<file path="config.mk">
export PLATFORM = sky130hd
export DESIGN_NAME = dicom_element_framer_core
export DESIGN_NICKNAME = d
export VERILOG_FILES = /design/src/rtl/dcmef_pkg.sv /design/src/rtl/dcmef_front.sv /design/src/rtl/dcmef_queue.sv /design/src/rtl/dcmef_back.sv /design/src/rtl/dicom_element_framer_core.sv
export SDC_FILE = /design/constraint.sdc
export NUM_CORES = 1
export LEC_CHECK = 0
export BUFFER_PORTS_ARGS = -buffer_cell sky130_fd_sc_hd__buf_2
export CORE_ASPECT_RATIO = 1.2
export CORE_MARGIN = 4
export CORE_UTILIZATION = 51
export DETAILED_ROUTE_END_ITERATION = 7
export GPL_TIMING_DRIVEN = 1
export PLACE_DENSITY = 0.71
export SKIP_CTS_REPAIR_TIMING = 1
export SYNTH_ARGS = -nofsm -noshare
export SYNTH_HDL_FRONTEND = slang
export SYNTH_HIERARCHICAL = 1
export SYNTH_SLANG_ARGS = --single-unit
</file>
<file path="constraint.sdc">
create_clock -name clk -period 5.7 [get_ports clk]
set_input_delay 0.285 -clock clk [delete_from_list [all_inputs] [get_ports clk]]
set_output_delay 0.285 -clock clk [all_outputs]
set_load 0.01 [all_outputs]
</file>
<file path="src/rtl/dcmef_pkg.sv">
// Shared types, record codes and helpers for the DICOM element framer.
package dcmef_pkg;

  // Input item: one raw file byte plus end-of-file flag
  typedef struct packed {
    logic [7:0] data_byte;
    logic       stream_end;
  } in_item_t;

  // Result item; fields that do not belong to the record kind are zero
  typedef struct packed {
    logic [1:0]  record_kind;
    logic [31:0] tag;
    logic [15:0] vr_chars;
    logic [31:0] value_length;
    logic        explicit_vr;
    logic        long_length_form;
    logic [7:0]  value_byte;
    logic        value_end;
    logic [1:0]  end_status;
    logic        last;
  } out_item_t;

  // Record kinds
  localparam logic [1:0] REC_HEADER = 2'd0;
  localparam logic [1:0] REC_VALUE  = 2'd1;
  localparam logic [1:0] REC_STATUS = 2'd2;

  // End-of-stream status codes
  localparam logic [1:0] ST_CLEAN    = 2'd0;
  localparam logic [1:0] ST_NO_MAGIC = 2'd1;
  localparam logic [1:0] ST_BAD      = 2'd2;
  localparam logic [1:0] ST_TRUNC    = 2'd3;

  // Magic as it sits in the window: 'D' in the low byte, 'M' in the high byte
  localparam logic [31:0] MAGIC_WORD = 32'h4D43_4944;

  localparam logic [7:0] PRINT_LO = 8'd32;
  localparam logic [7:0] PRINT_HI = 8'd126;

  // Window fill saturates once four bytes are in
  localparam logic [2:0] FILL_FULL = 3'd4;

  // Header byte positions
  localparam logic [3:0] HC_TAG_END  = 4'd4;
  localparam logic [3:0] HC_W1_END   = 4'd6;
  localparam logic [3:0] HC_W2_LAST  = 4'd7;
  localparam logic [3:0] HC_LEN_LAST = 4'd11;

  // Queue between parser and emitter
  localparam int QDEPTH = 4;
  localparam int QPTR_W = $clog2(QDEPTH);

  // Parser phase
  typedef enum logic [1:0] {
    PH_SEARCH,
    PH_HEAD,
    PH_VALUE,
    PH_BAD
  } phase_t;

  // One queue entry: an optional data record and an optional status record
  typedef struct packed {
    logic       rec_valid;
    out_item_t  rec;
    logic       stat_valid;
    logic [1:0] stat;
  } q_entry_t;

  function automatic logic printable(input logic [7:0] b);
    return (b >= PRINT_LO) && (b <= PRINT_HI);
  endfunction

  function automatic out_item_t status_record(input logic [1:0] st);
    out_item_t r;
    r             = '0;
    r.record_kind = REC_STATUS;
    r.end_status  = st;
    r.last        = 1'b1;
    return r;
  endfunction

endpackage

</file>
<file path="src/rtl/dcmef_front.sv">
// Byte parser: magic search, element header framing and value byte tagging.
module dcmef_front (
  input  logic                clk,
  input  logic                rst_n,
  input  logic                acc,
  input  dcmef_pkg::in_item_t in_data,
  output logic                push,
  output dcmef_pkg::q_entry_t push_data
);
  import dcmef_pkg::*;

  phase_t      phase_r, phase_nxt;
  logic [31:0] win_r, win_nxt;
  logic [2:0]  fill_r, fill_nxt;
  logic [3:0]  count_r, count_nxt;
  logic [31:0] tag_r, tag_nxt;
  logic [15:0] w1_r, w1_nxt;
  logic [15:0] w2_r, w2_nxt;
  logic [31:0] len_r, len_nxt;
  logic [31:0] left_r, left_nxt;

  // Next state and the records caused by this byte
  always_comb begin
    logic [7:0]  b;
    logic        emit;
    logic        expl;
    logic        lng;
    logic [31:0] elen;
    logic [31:0] dec;
    b         = in_data.data_byte;
    emit      = 1'b0;
    expl      = 1'b0;
    lng       = 1'b0;
    elen      = '0;
    dec       = left_r - 32'd1;
    phase_nxt = phase_r;
    win_nxt   = win_r;
    fill_nxt  = fill_r;
    count_nxt = count_r;
    tag_nxt   = tag_r;
    w1_nxt    = w1_r;
    w2_nxt    = w2_r;
    len_nxt   = len_r;
    left_nxt  = left_r;
    push_data = '0;

    unique case (phase_r)
      PH_SEARCH: begin
        win_nxt = {b, win_r[31:8]};
        if (fill_r < FILL_FULL) fill_nxt = fill_r + 3'd1;
        if (fill_nxt == FILL_FULL && win_nxt[7:0] != 8'd0 && win_nxt[15:8] != 8'd0 &&
            win_nxt[23:16] != 8'd0 && win_nxt[31:24] != 8'd0) begin
          if (win_nxt == MAGIC_WORD) begin
            phase_nxt = PH_HEAD;
            count_nxt = '0;
          end else begin
            phase_nxt = PH_BAD;
          end
        end
      end
      PH_HEAD: begin
        // Byte lanes fill in order, so each lane is simply overwritten
        if (count_r < HC_TAG_END) begin
          tag_nxt[8*count_r[1:0] +: 8] = b;
        end else if (count_r < HC_W1_END) begin
          w1_nxt[8*count_r[0] +: 8] = b;
        end else if (count_r <= HC_W2_LAST) begin
          w2_nxt[8*count_r[0] +: 8] = b;
        end else begin
          len_nxt[8*count_r[1:0] +: 8] = b;
        end
        count_nxt = count_r + 4'd1;
        expl = printable(w1_r[7:0]) && printable(w1_r[15:8]);
        if (count_r == HC_W2_LAST) begin
          if (!expl) begin
            emit = 1'b1;
            elen = {w2_nxt, w1_r};
          end else if (w2_nxt != 16'd0) begin
            emit = 1'b1;
            elen = {16'd0, w2_nxt};
          end
        end else if (count_r == HC_LEN_LAST) begin
          emit = 1'b1;
          lng  = 1'b1;
          elen = len_nxt;
        end
        if (emit) begin
          push_data.rec_valid            = 1'b1;
          push_data.rec.record_kind      = REC_HEADER;
          push_data.rec.tag              = tag_nxt;
          push_data.rec.vr_chars         = w1_nxt;
          push_data.rec.value_length     = elen;
          push_data.rec.explicit_vr      = expl;
          push_data.rec.long_length_form = lng;
          count_nxt                      = '0;
          if (elen != 32'd0) begin
            left_nxt  = elen;
            phase_nxt = PH_VALUE;
          end
        end
      end
      PH_VALUE: begin
        push_data.rec_valid       = 1'b1;
        push_data.rec.record_kind = REC_VALUE;
        push_data.rec.value_byte  = b;
        push_data.rec.value_end   = (dec == 32'd0);
        left_nxt                  = dec;
        if (dec == 32'd0) phase_nxt = PH_HEAD;
      end
      PH_BAD: begin
      end
      default: begin
      end
    endcase

    // End of file: status from the updated phase, then back to reset state
    if (in_data.stream_end) begin
      push_data.stat_valid = 1'b1;
      if (phase_nxt == PH_SEARCH)                          push_data.stat = ST_NO_MAGIC;
      else if (phase_nxt == PH_BAD)                        push_data.stat = ST_BAD;
      else if (phase_nxt == PH_HEAD && count_nxt == 4'd0)  push_data.stat = ST_CLEAN;
      else                                                 push_data.stat = ST_TRUNC;
      phase_nxt = PH_SEARCH;
      fill_nxt  = '0;
      count_nxt = '0;
    end
  end

  assign push = acc && (push_data.rec_valid || push_data.stat_valid);

  // Control state
  always_ff @(posedge clk) begin
    if (!rst_n) begin
      phase_r <= PH_SEARCH;
      fill_r  <= '0;
      count_r <= '0;
    end else if (acc) begin
      phase_r <= phase_nxt;
      fill_r  <= fill_nxt;
      count_r <= count_nxt;
    end
  end

  // Payload state
  always_ff @(posedge clk) begin
    if (acc) begin
      win_r  <= win_nxt;
      tag_r  <= tag_nxt;
      w1_r   <= w1_nxt;
      w2_r   <= w2_nxt;
      len_r  <= len_nxt;
      left_r <= left_nxt;
    end
  end

endmodule

</file>
<file path="src/rtl/dcmef_queue.sv">
// Small FIFO of parsed entries between parser and record emitter.
module dcmef_queue (
  input  logic                clk,
  input  logic                rst_n,
  input  logic                push,
  input  dcmef_pkg::q_entry_t push_data,
  input  logic                pop,
  output dcmef_pkg::q_entry_t head,
  output logic                full,
  output logic                empty
);
  import dcmef_pkg::*;

  q_entry_t            mem_r [QDEPTH];
  logic [QPTR_W-1:0]   wptr_r, wptr_nxt;
  logic [QPTR_W-1:0]   rptr_r, rptr_nxt;
  logic [QPTR_W:0]     cnt_r, cnt_nxt;

  assign full  = (cnt_r == (QPTR_W+1)'(QDEPTH));
  assign empty = (cnt_r == '0);
  assign head  = mem_r[rptr_r];

  // Pointer and count update
  always_comb begin
    wptr_nxt = push ? wptr_r + QPTR_W'(1) : wptr_r;
    rptr_nxt = pop  ? rptr_r + QPTR_W'(1) : rptr_r;
    cnt_nxt  = cnt_r;
    if (push && !pop)      cnt_nxt = cnt_r + (QPTR_W+1)'(1);
    else if (pop && !push) cnt_nxt = cnt_r - (QPTR_W+1)'(1);
  end

  always_ff @(posedge clk) begin
    if (!rst_n) begin
      wptr_r <= '0;
      rptr_r <= '0;
      cnt_r  <= '0;
    end else begin
      wptr_r <= wptr_nxt;
      rptr_r <= rptr_nxt;
      cnt_r  <= cnt_nxt;
    end
  end

  // Entry storage
  always_ff @(posedge clk) begin
    if (push) mem_r[wptr_r] <= push_data;
  end

endmodule

</file>
<file path="src/rtl/dcmef_back.sv">
// Record emitter: splits queue entries into result items behind an output register.
module dcmef_back (
  input  logic                 clk,
  input  logic                 rst_n,
  input  dcmef_pkg::q_entry_t  head,
  input  logic                 empty,
  output logic                 pop,
  output logic                 out_valid,
  input  logic                 out_ready,
  output dcmef_pkg::out_item_t out_data
);
  import dcmef_pkg::*;

  logic       valid_r, valid_nxt;
  out_item_t  data_r, data_nxt;
  logic       pend_r, pend_nxt;
  logic [1:0] pend_st_r, pend_st_nxt;

  // Load the output register whenever it is empty or being taken
  always_comb begin
    logic load;
    load        = !valid_r || out_ready;
    pop         = 1'b0;
    valid_nxt   = valid_r;
    data_nxt    = data_r;
    pend_nxt    = pend_r;
    pend_st_nxt = pend_st_r;
    if (load) begin
      if (pend_r) begin
        valid_nxt = 1'b1;
        data_nxt  = status_record(pend_st_r);
        pend_nxt  = 1'b0;
      end else if (!empty) begin
        pop       = 1'b1;
        valid_nxt = 1'b1;
        if (head.rec_valid) begin
          data_nxt      = head.rec;
          data_nxt.last = !head.stat_valid;
          pend_nxt      = head.stat_valid;
          pend_st_nxt   = head.stat;
        end else begin
          data_nxt = status_record(head.stat);
        end
      end else begin
        valid_nxt = 1'b0;
      end
    end
  end

  always_ff @(posedge clk) begin
    if (!rst_n) begin
      valid_r <= 1'b0;
      pend_r  <= 1'b0;
    end else begin
      valid_r <= valid_nxt;
      pend_r  <= pend_nxt;
    end
  end

  always_ff @(posedge clk) begin
    data_r    <= data_nxt;
    pend_st_r <= pend_st_nxt;
  end

  assign out_valid = valid_r;
  assign out_data  = data_r;

endmodule

</file>
<file path="src/rtl/dicom_element_framer_core.sv">
// Top level of the DICOM element framer: parser, entry queue and record emitter.
// The block takes one file byte per cycle while in_ready is high. It scans for
// the first window of four nonzero bytes, requires it to read DICM, then frames
// elements: one header record per element, one record per value byte (the last
// one flagged), and one status record on the byte marked stream_end. A byte's
// entry is written into the queue as the byte is accepted; its first record is
// then loaded from the queue head into the output register. The emitter sends
// one record per cycle while out_ready is high, so a byte that both completes a
// header or carries a value byte and ends the stream yields two records; input
// ready drops only when the four-entry queue between parser and emitter is full,
// which happens only under output stall.
module dicom_element_framer_core (
  input  logic                 clk,
  input  logic                 rst_n,
  input  logic                 in_valid,
  output logic                 in_ready,
  input  dcmef_pkg::in_item_t  in_data,
  output logic                 out_valid,
  input  logic                 out_ready,
  output dcmef_pkg::out_item_t out_data
);
  import dcmef_pkg::*;

  logic     acc;
  logic     push;
  q_entry_t push_data;
  logic     pop;
  q_entry_t head;
  logic     full;
  logic     empty;

  assign in_ready = !full;
  assign acc      = in_valid && in_ready;

  dcmef_front u_front (
    .clk       (clk),
    .rst_n     (rst_n),
    .acc       (acc),
    .in_data   (in_data),
    .push      (push),
    .push_data (push_data)
  );

  dcmef_queue u_queue (
    .clk       (clk),
    .rst_n     (rst_n),
    .push      (push),
    .push_data (push_data),
    .pop       (pop),
    .head      (head),
    .full      (full),
    .empty     (empty)
  );

  dcmef_back u_back (
    .clk       (clk),
    .rst_n     (rst_n),
    .head      (head),
    .empty     (empty),
    .pop       (pop),
    .out_valid (out_valid),
    .out_ready (out_ready),
    .out_data  (out_data)
  );

endmodule
</file>
==> results by group <==
Worst setup path
  – Crit-path max cell delay: 0.68 ns
  – WP buf/inv: 1
  – Critical-path cell list: inv_1 -> ha_1 -> nand2_1 -> o21ai_0 -> a22o_1 -> or4_1 -> or4_1 -> o31a_1 -> o32ai_1
  – Req. time, crit path: 6.05 ns
  – CP top delay family: simple AND/OR/NAND/NOR gates
  – Critical Path Sink Type: register
  – Crit path max fanout: 15
  – Crit path depth: 9
  – Crit path launch type: register
  – R2r worst-path depth: 9
  – CP arrival: about 4.9 ns
  – Top cell by count, worst path: or4_1
  – Slowest CP cell: or4_1
  – Critical path type: reg -> reg

Placed design
  – Gp weighted congestion: about 0.96
  – Post-Place Cells: about 2500
  – DP Wirelength: 40320 µm
  – Port buffer count: 110

Hold path
  – Worst hold path class: in -> reg
  – Hold depth: 1

Pwr
  – Power Density: 401.5 mW/mm²
  – Sequential share of power: 49.9%
  – Worst vdd ir: 0.2900 mV
  – Clk pwr share: 33.6%
  – Comb power frac: between 10% and 20%
  – Net switching power: 3.089 mW
  – Power, Total: 12.46 mW
  – Sw Ratio: between 20% and 30%
  – Int Power: 9.367 mW
  – Leakage power: 10.48 nW

Clock tree
  – Clk sinks: 658
  – Htree depth: 2
  – CTS root buf: clkbuf_16
  – Clk buf depth: 3
  – Num CTS Buffers: 60
  – Worst-skew pair later-pin latency: 0.62 ns
  – TritonCTS clock tree: done
  – Clock transition at path regs: 0.06 ns

Finish
  – Final core utilization: 57.58%
  – Fin nets: between 1500 and 2000
  – Final cell count without fillers: approximately 2600
  – Number of fillers in the final layout: 4047
  – Layout cell share with drive strength beyond 1: 20.31%
  – Layout area overhead: 11.49%

Global route
  – Pin count of the biggest net entering global routing: 100
  – Initial antenna violation count: 1
  – Total congestion overflow: 0
  – Vias in the first global route: 15593
  – First-pass GRT wire length: 96190 µm
  – GRT Resource Usage Total: 21.34%

Route
  – Vias: 15316
  – Initial DRC Count: roughly 1600
  – DRC Markers: 0
  – DRT Pass-1 Iters: 5
  – Total wire length: 62920 µm
  – Wirelength per Cell: 24.30 µm
  – ANT nets after route: 0
  – Routed vias/inst: 5.916

Die
  – Initial Util: 51.64%
  – Core footprint: 0.05388 mm²
  – Height of the die: about 260 µm
  – IO Count: between 100 and 150
  – Num rows: 93
  – Die area: ~0.058 mm²
  – DIE WIDTH: 221.2 µm

Timing
  – Actual slew at the worst max-slew pin: 0.9410 ns
  – # setup viols final: 0
  – Final period util: 80.06%
  – RSZ-0062 raised after global routing: false
  – Setup TNS: 0 ns
  – Slew margin rel.: 37.20%
  – Slew Viols, Final: 0
  – Final hold violations: 0
  – Final Skew: 0.01734 ns
  – Max frequency: 0.2191 GHz
  – Tmin final: 4.563 ns
  – Final hold slack: approximately 0.088 ns

Outcome
  – Outcome: completed

Logic synthesis
  – Mean cell area of the mapped netlist: about 16 µm²
  – Synthesized area: 0.02782 mm²
  – Ys Warns: 6
  – Mapped Cells: 1724

Flow run
  – Maxcap violations: 0
[metal layers]
metal	part of all wire (%)	up-vias	track usage, %
met1	41	7778	29.18
met4	3.3	0	6.884
li1	-	6915	-
met5	0	-	0
met3	5.5	115	3.234
met2	50	508	35.75
[layout by cell type, fill, tap and decap left out, types with 27 or more instances in the layout]
cell / n
edfxtp_1: 638
o21ai_0: 71
nor3_1: 27
nand2_1: 122
and2_1: 112
clkbuf_16: 61
mux2_2: 31
buf_2: 110
a21oi_1: 41
mux4_2: 99
nor2_1: 82
mux2i_1: 30
and3_1: 56
[worst paths after layout]
kind                       from             endpoint  slack (ns)
max          u_front/count_r[0]  u_queue/mem_r[0][1]        1.14
min                  in_data[0]  u_queue/mem_r[3][2]        0.09
max reg2reg  u_front/count_r[0]  u_queue/mem_r[0][1]        1.14
min reg2reg   u_front/win_r[18]    u_front/win_r[10]        0.44
[worst reg2reg max path: cells and delay by family, from the launching register on]
family                   cells  cell delay [ns]
AND/OR/NAND/NOR              3             1.57
AO/OA/AOI/OAI                4             1.43
flip-flops                   1             0.65
adder cells (fa/ha/maj)      1             0.41
buffers and inverters        1             0.24
[stage by stage]
step	setup WS [ns]	area, µm²
after floorplan	0.2934	27830
after global placement	1.390	28930
after detailed placement	1.240	28930
after CTS	1.220	31010
after global routing	0.9293	31020
final	1.137	31020
[registers in the layout, indices dropped and copies added (netlist names), named ones only]
signal	count
u_front/len_r	24
u_front/tag_r	32
u_queue/mem_r	396
u_queue/rptr_r	2
u_back/pend_st_r	2
u_front/count_r	4
u_back/pend_r	1
u_front/left_r	32
u_front/phase_r	2
u_queue/wptr_r	2
u_front/w1_r	16
u_back/out_data	96
u_queue/cnt_r	3
u_back/out_valid	1
u_front/fill_r	3
u_front/win_r	24
u_front/w2_r	16
[power groups by stage]
stage / registers [mW] / clock network (mW) / logic, mW
5_1_grt: 6.28 / 4.49 / 2.25
3_5_place_dp: 6.33 / 0 / 2.11
4_1_cts: 6.23 / 4.27 / 2.12
2_1_floorplan: 6.48 / 0 / 1.35
6_report: 6.22 / 4.19 / 2.05
3_3_place_gp: 6.31 / 0 / 2.08
[final cells by class]
type	instances	area [µm²]	area share [%]
Antenna cell	1	2.502	0.008067
Clock buffer	77	1657	5.340
Clock inverter	36	417.9	1.347
Inverter	22	82.58	0.2662
Multi-Input combinational cell	945	7590	24.47
Sequential cell	658	19570	63.08
Tap cell	712	890.9	2.872
Timing Repair Buffer	138	813.3	2.622
(Power assumes the default switching activity.)
